==> config.mk <==
export PLATFORM = sky130hd
export DESIGN_NAME = tccw_ctrl
export DESIGN_NICKNAME = d
export VERILOG_FILES = /design/src/design/tccw_pkg.sv /design/src/design/tccw_ctrl.sv
export VERILOG_INCLUDE_DIRS = /design/src /design/src/design
export SDC_FILE = /design/constraint.sdc
export NUM_CORES = 1
export LEC_CHECK = 0
export BUFFER_PORTS_ARGS = -buffer_cell sky130_fd_sc_hd__buf_2
export CAP_MARGIN = 30
export CORE_AREA = 3 3 54 56
export CTS_CLUSTER_DIAMETER = 150
export CTS_CLUSTER_SIZE = 10
export DETAILED_ROUTE_END_ITERATION = 10
export DIE_AREA = 0 0 57 59
export PLACE_DENSITY = 0.57
export SYNTH_ARGS = -nofsm -noshare
export SYNTH_HDL_FRONTEND = slang
export SYNTH_SLANG_ARGS = --single-unit
==> constraint.sdc <==
create_clock -name clk -period 1.8 [get_ports clk]
set_clock_uncertainty 0.15 [all_clocks]
set_input_delay 0.18 -clock clk [delete_from_list [all_inputs] [get_ports clk]]
set_output_delay 0.18 -clock clk [all_outputs]
set_load 0.02 [all_outputs]
==> src/design/text_console_cursor_writer_defines.svh <==
// Assertion macros shared by the text console cursor writer RTL.
// Expects signals named clk and rst_n in the scope where a macro is used.
`ifndef TEXT_CONSOLE_CURSOR_WRITER_DEFINES_SVH
`define TEXT_CONSOLE_CURSOR_WRITER_DEFINES_SVH

`ifndef SYNTHESIS
// Checked on every rising edge outside of reset.
`define TCCW_ASSERT(lbl, prop) \
  lbl: assert property (@(posedge clk) disable iff (!rst_n) prop) \
    else $error("tccw assertion failed");
// Checked on every rising edge, reset included.
`define TCCW_ASSERT_RST(lbl, prop) \
  lbl: assert property (@(posedge clk) prop) \
    else $error("tccw reset assertion failed");
`else
`define TCCW_ASSERT(lbl, prop)
`define TCCW_ASSERT_RST(lbl, prop)
`endif

`endif

==> src/design/tccw_pkg.sv <==
// Types and constants of the text console cursor writer.
// No dependencies; imported by every module of the block but tccw_ram.
`default_nettype none

package tccw_pkg;

  localparam logic [1:0] KIND_PUT   = 2'd0;
  localparam logic [1:0] KIND_READ  = 2'd1;
  localparam logic [1:0] KIND_CLEAR = 2'd2;

  localparam logic [7:0] CH_BACKSPACE = 8'h08;
  localparam logic [7:0] CH_NEWLINE   = 8'h0A;
  localparam logic [7:0] CH_SPACE     = 8'h20;
  localparam logic [7:0] ATTR_RESET   = 8'h0F;

  typedef struct packed {
    logic [1:0] kind;
    logic [7:0] char_code;
    logic [4:0] read_row;
    logic [6:0] read_col;
  } in_item_t;

  typedef struct packed {
    logic [15:0] cell_entry;
    logic [4:0]  pos_row;
    logic [6:0]  pos_col;
  } out_item_t;

  // Commands from the controller to the datapath.
  typedef struct packed {
    logic load_item;
    logic write_cell;
    logic move;
    logic scroll_setup;
    logic clear_setup;
    logic sweep;
    logic read;
    logic capture;
    logic load_out;
  } ctl_cmd_t;

  // Status from the datapath to the controller.
  typedef struct packed {
    logic [1:0] kind;
    logic       is_bs;
    logic       is_nl;
    logic       need_scroll;
    logic       sweep_last;
    logic       out_free;
  } dp_sts_t;

endpackage

`default_nettype wire

==> src/design/tccw_ctrl.sv <==
// Controller state machine of the text console cursor writer.
// Depends on tccw_pkg and the assertion macro header.
`default_nettype none
`include "text_console_cursor_writer_defines.svh"

module tccw_ctrl
  import tccw_pkg::*;
(
  input  wire logic     clk,
  input  wire logic     rst_n,
  input  wire logic     in_valid,
  output logic          in_ready,
  input  wire dp_sts_t  sts,
  output ctl_cmd_t      cmd
);

  typedef enum logic [10:0] {
    S_INIT     = 11'b00000000001,
    S_IDLE     = 11'b00000000010,
    S_DISPATCH = 11'b00000000100,
    S_WRITE    = 11'b00000001000,
    S_MOVE     = 11'b00000010000,
    S_ADDR     = 11'b00000100000,
    S_READ     = 11'b00001000000,
    S_RDATA    = 11'b00010000000,
    S_SWEEP    = 11'b00100000000,
    S_DONE     = 11'b01000000000,
    S_SPARE    = 11'b10000000000
  } state_t;

  state_t state_r, state_nxt;

  assign in_ready = (state_r == S_IDLE);

  always_comb begin
    state_nxt = state_r;
    cmd       = '0;
    unique case (state_r)
      S_INIT: begin
        cmd.sweep = 1'b1;
        if (sts.sweep_last) begin
          state_nxt = S_IDLE;
        end
      end
      S_IDLE: begin
        if (in_valid) begin
          cmd.load_item = 1'b1;
          state_nxt     = S_DISPATCH;
        end
      end
      S_DISPATCH: begin
        priority if (sts.kind == KIND_PUT) begin
          state_nxt = (sts.is_bs || sts.is_nl) ? S_MOVE : S_WRITE;
        end else if (sts.kind == KIND_READ) begin
          state_nxt = S_READ;
        end else if (sts.kind == KIND_CLEAR) begin
          cmd.clear_setup = 1'b1;
          state_nxt       = S_SWEEP;
        end else begin
          state_nxt = S_DONE;
        end
      end
      S_WRITE: begin
        cmd.write_cell = 1'b1;
        state_nxt      = sts.is_bs ? S_DONE : S_MOVE;
      end
      S_MOVE: begin
        cmd.move = 1'b1;
        priority if (sts.is_bs) begin
          state_nxt = S_ADDR;
        end else if (sts.need_scroll) begin
          cmd.scroll_setup = 1'b1;
          state_nxt        = S_SWEEP;
        end else begin
          state_nxt = S_DONE;
        end
      end
      S_ADDR: begin
        state_nxt = S_WRITE;
      end
      S_READ: begin
        cmd.read  = 1'b1;
        state_nxt = S_RDATA;
      end
      S_RDATA: begin
        cmd.capture = 1'b1;
        state_nxt   = S_DONE;
      end
      S_SWEEP: begin
        cmd.sweep = 1'b1;
        if (sts.sweep_last) begin
          state_nxt = S_DONE;
        end
      end
      S_DONE: begin
        if (sts.out_free) begin
          cmd.load_out = 1'b1;
          state_nxt    = S_IDLE;
        end
      end
      default: begin
        state_nxt = S_IDLE;
      end
    endcase
  end

  always_ff @(posedge clk) begin
    if (!rst_n) begin
      state_r <= S_INIT;
    end else begin
      state_r <= state_nxt;
    end
  end

  `TCCW_ASSERT(a_load_out_free, cmd.load_out |-> sts.out_free)
  `TCCW_ASSERT(a_accept_dispatch, (in_valid && in_ready) |=> (state_r == S_DISPATCH))
  `TCCW_ASSERT(a_one_write_source, !(cmd.sweep && cmd.write_cell))
  `TCCW_ASSERT_RST(a_reset_init, !rst_n |=> (state_r == S_INIT))

endmodule

`default_nettype wire

# Word level (Yosys, flattened, before mapping)
# Cells that the tools add are included.
[op_classes]
n_mux = 27
n_eq_ne = 16
reduce_logical = 4
[ops]
columns = ["operator", "n"]
rows = [
  ["$pmux 11 s10", 1],
  ["$mux 11", 7],
  ["$mux 10", 3],
  ["$mux 1", 14],
  ["$eq 11x1->1 const B", 1],
  ["$eq 11x10->1 const B", 1],
  ["$eq 11x2->1 const B", 1],
  ["$eq 11x3->1 const B", 1],
  ["$eq 11x4->1 const B", 1],
  ["$eq 11x5->1 const B", 1],
  ["$eq 11x6->1 const B", 1],
  ["$eq 11x7->1 const B", 1],
  ["$eq 11x8->1 const B", 1],
  ["$eq 11x9->1 const B", 1],
  ["$ne 2x2->1 const B", 4],
  ["$mux 5", 1],
  ["$reduce_and 4->1", 1],
  ["$eq 2x1->1 const B", 1],
  ["$eq 2x2->1 const B", 1],
  ["$logic_not 2->1", 1],
  ["$mux 2", 1],
  ["$reduce_or 2->1", 1],
  ["$logic_or 1x1->1", 1],
]
[word_totals]
out_inout_bits = 10
in_bits = 10
word_cells = 48
ff_bits = 11

# Longest topological paths before layout
[logic_depth]
word_depth = 5
mapped_depth = 6
ltp_nobuf = 5

# Least setup slack after synthesis
# OpenSTA, ideal clock, no wires.
[synth_path]
kind = "flip-flop to output port"
startpoint = "register state_r[7]"
endpoint = "output cmd[8] (netlist name)"
arrival_time_ps = 1809
required_time_ps = 1470
path_buffers = 1
slack_ps = -339
path_stages_with_launch = 6
cell_sequence = "dfxtp_1 -> buf_6 -> nor3_2 -> nand2_1 -> nor4b_2 -> and2_1"
[synth_rtl]
columns = ["element", "line", "source"]
rows = [
  ["start: declaration", "tccw_ctrl.sv:31", "state_t state_r, state_nxt;"],
  ["start signal: assignment", "tccw_ctrl.sv:111", "state_r <= state_nxt;"],
  ["end: declaration", "tccw_ctrl.sv:14", "output ctl_cmd_t cmd"],
]

==> metrics.txt <==
die height=59 um; area grow syn2layout=113%; biggest regs=state_r (10); Netlist cell types=37; Final Cell Area=1540 um2; clock latency on the worst-skew pair=280 ps; Startpoint Class=flop; max FFs per register=10; CTS tree=yes; First-pass DRT Iterations=5; sequential cell area=233 um2; simple-gate share of the synthesized area=0.494; FP Rows=18; first-pass GRT wire length=4280 um; top cells by area, synth=dfxtp_1 (28%), nor2_1 (5.7%), nor4b_1 (4.9%), buf_6 (4.7%), nand2_1 (3.6%); Post-synth EDFFs=0; Critical Path Sink Type=primary output; Slew @ Worst Pin=350 ps; number of max-cap violations=0; unrepaired setup endpoints after global routing=true; mux contribution to synthesized area=0; multi-input logic area=638 um2; Die Area=3360 um2; HPWL after detailed placement=1790 um; clock tree sinks=10; Synth Area in Compound Gates=0.125; Hold Vio Cnt, Final=0; synthesis-stage register bit count=10; Async S/R FF share, synth=0; largest net degree at the start of global routing=8; core area=2480 um2; vias in the first global route=954; root buffer cell=clkbuf_4; Synth Area per Inst=8.39 um2; failing checks=negative setup slack; antenna cells=0; count of input and output buffers=19; WP data arrival=1780 ps; P per Cell Area=484 nW/um2; average wire per standard cell=16.9 um; Die X=57 um; Worst slew margin=0.765; CTS buffer count=3; peak supply drop=387 uV; Worst Hold Class=in -> reg; Routed Antenna Nets=0; Starting Density=0.291; synth cell count leaders=nor2_1 (11), dfxtp_1 (10), nand2_1 (7); fill cell count=200; WS Path Type=reg -> out; Reg with most FFs=state_r; status=finished, violations left; worst-path maximum fanout=4; synthesized area=722 um2; largest family of logic cells by synthesized area=simple AND/OR/NAND/NOR gates; Avg Vias per Cell=5.40; Synth Flop Type=dfxtp_1; Leak=0.000685 uW; share of layout cells above drive strength 1=0.720; YS warnings=0; most common cell in the netlist=nor2_1; Tcrit/Tclk final=1.17; register area share after synthesis=0.277; gr usage total=0.167; num ports=20; worst path required time=1470 ps; Clock Pin Slew Worst Setup and Hold Paths=80 ps; XOR/XNOR Fraction of Synth Area=0.0364; number of cells produced by synthesis=86; Tmin final=2110 ps; initial antenna violation count=0; synthesized net count=96; H-tree Lvls=1; via count=1,009; CTS Buffer Depth=2; Post-DP Area=1030 um2; routability congestion estimate=0.880; Final #Nets=168; DRC viols=0; adder-cell share of the synthesized area=0; Util after Layout=0.620; grt total ovfl=0; drt total wl=3160 um; Hold Slack=3.54 ps; Final Max Slew Viols=0; area share of the largest cell type after synthesis=0.277; area leader, netlist=dfxtp_1; drt initial violations=45; final setup vio count=16; fmax=473 MHz; final worst setup slack=-313 ps
==> metal layers <==
| layer | share of wire | vias to the layer above | GRT usage | routed length (um) |
|---|---|---|---|---|
| li1 | - | 463 | - | - |
| met1 | 0.40 | 483 | 0.207 | 1250 |
| met2 | 0.50 | 44 | 0.279 | 1590 |
| met3 | 0.053 | 19 | 0.0218 | 166 |
| met4 | 0.047 | 0 | 0.0993 | 150 |
| met5 | 0 | - | 0 | 0 |
==> metrics by stage <==
step	setup slack, ps	power (uW)	cells	TNS [ps]
4_1_cts	-224	666	175	-1100
2_1_floorplan	-119	341	86	-119
6_report	-313	743	187	-3000
3_5_place_dp	-65.6	421	155	-152
3_3_place_gp	-66.9	422	155	-78.5
5_1_grt	-373	768	187	-4000
==> cells by family (layout without fill, tap and decap cells) <==
group | after synthesis | after routing
xor gates and xnor gates | 3 | 3
DFF | 10 | 10
and+or+nand+nor | 55 | 55
AOI/OAI and AO/OA | 11 | 11
buffers and inverters | 7 | 78
==> what timing repair did <==
item | 4_1_cts | 5_1_grt
gates cloned | 0 | 0
hold endpoints to repair | 2 | 0
pin swaps | 14 | 17
endpoints found under the setup margin | 12 | 16
hold buffers | 2 | 0
gates resized for setup | 40 | 29
setup buffers | 14 | 15
==> critical path, stage by stage, from the launching register on <==
cell,delay (ps)
dfxtp_4,360
nor4_4,390
nand2_2,140
nor4b_4,320
and2_4,190
buf_6,110
==> cell usage in the layout (no fill, tap or decap), types with 3 or more instances in the layout <==
cell type / netlist / final
and2_4: 2 / 3
nand4_1: 4 / 4
nor2b_1: 3 / 3
buf_4: 0 / 41
nand3_1: 3 / 3
nor2_1: 11 / 7
nor4b_4: 0 / 4
clkbuf_4: 0 / 3
nand2_1: 7 / 4
nor2_2: 0 / 3
nor3_4: 0 / 3
inv_1: 4 / 3
buf_2: 0 / 9
buf_6: 3 / 18
dfxtp_4: 0 / 8
==> path summary, 6_finish.rpt <==
path | from | to | slack [ps] | depth (start not counted)
setup / recovery | state_r[5] | cmd[8] | -310 | 5
setup reg to reg | state_r[5] | state_r[1] | -260 | 8
hold / removal | sts[5] | state_r[6] | 4 | 3
hold reg to reg | state_r[4] | state_r[6] | 490 | 2
==> area by class of cell <==
| class | instances | share of cell area |
|---|---|---|
| sequential | 10 | 0.152 |
| multi-input combinational | 69 | 0.416 |
| tap | 30 | 0.0244 |
| timing repair buffer | 70 | 0.375 |
| inverter | 4 | 0.00978 |
| clock buffer | 4 | 0.0236 |
==> power by group <==
group | internal [uW] | leakage [uW] | switching, uW
Clock | 123 | 0.0000210 | 90.0
Combinational | 166 | 0.000576 | 132
Sequential | 221 | 0.0000879 | 11.5
No activity file was read; power rests on OpenSTA's default activity.
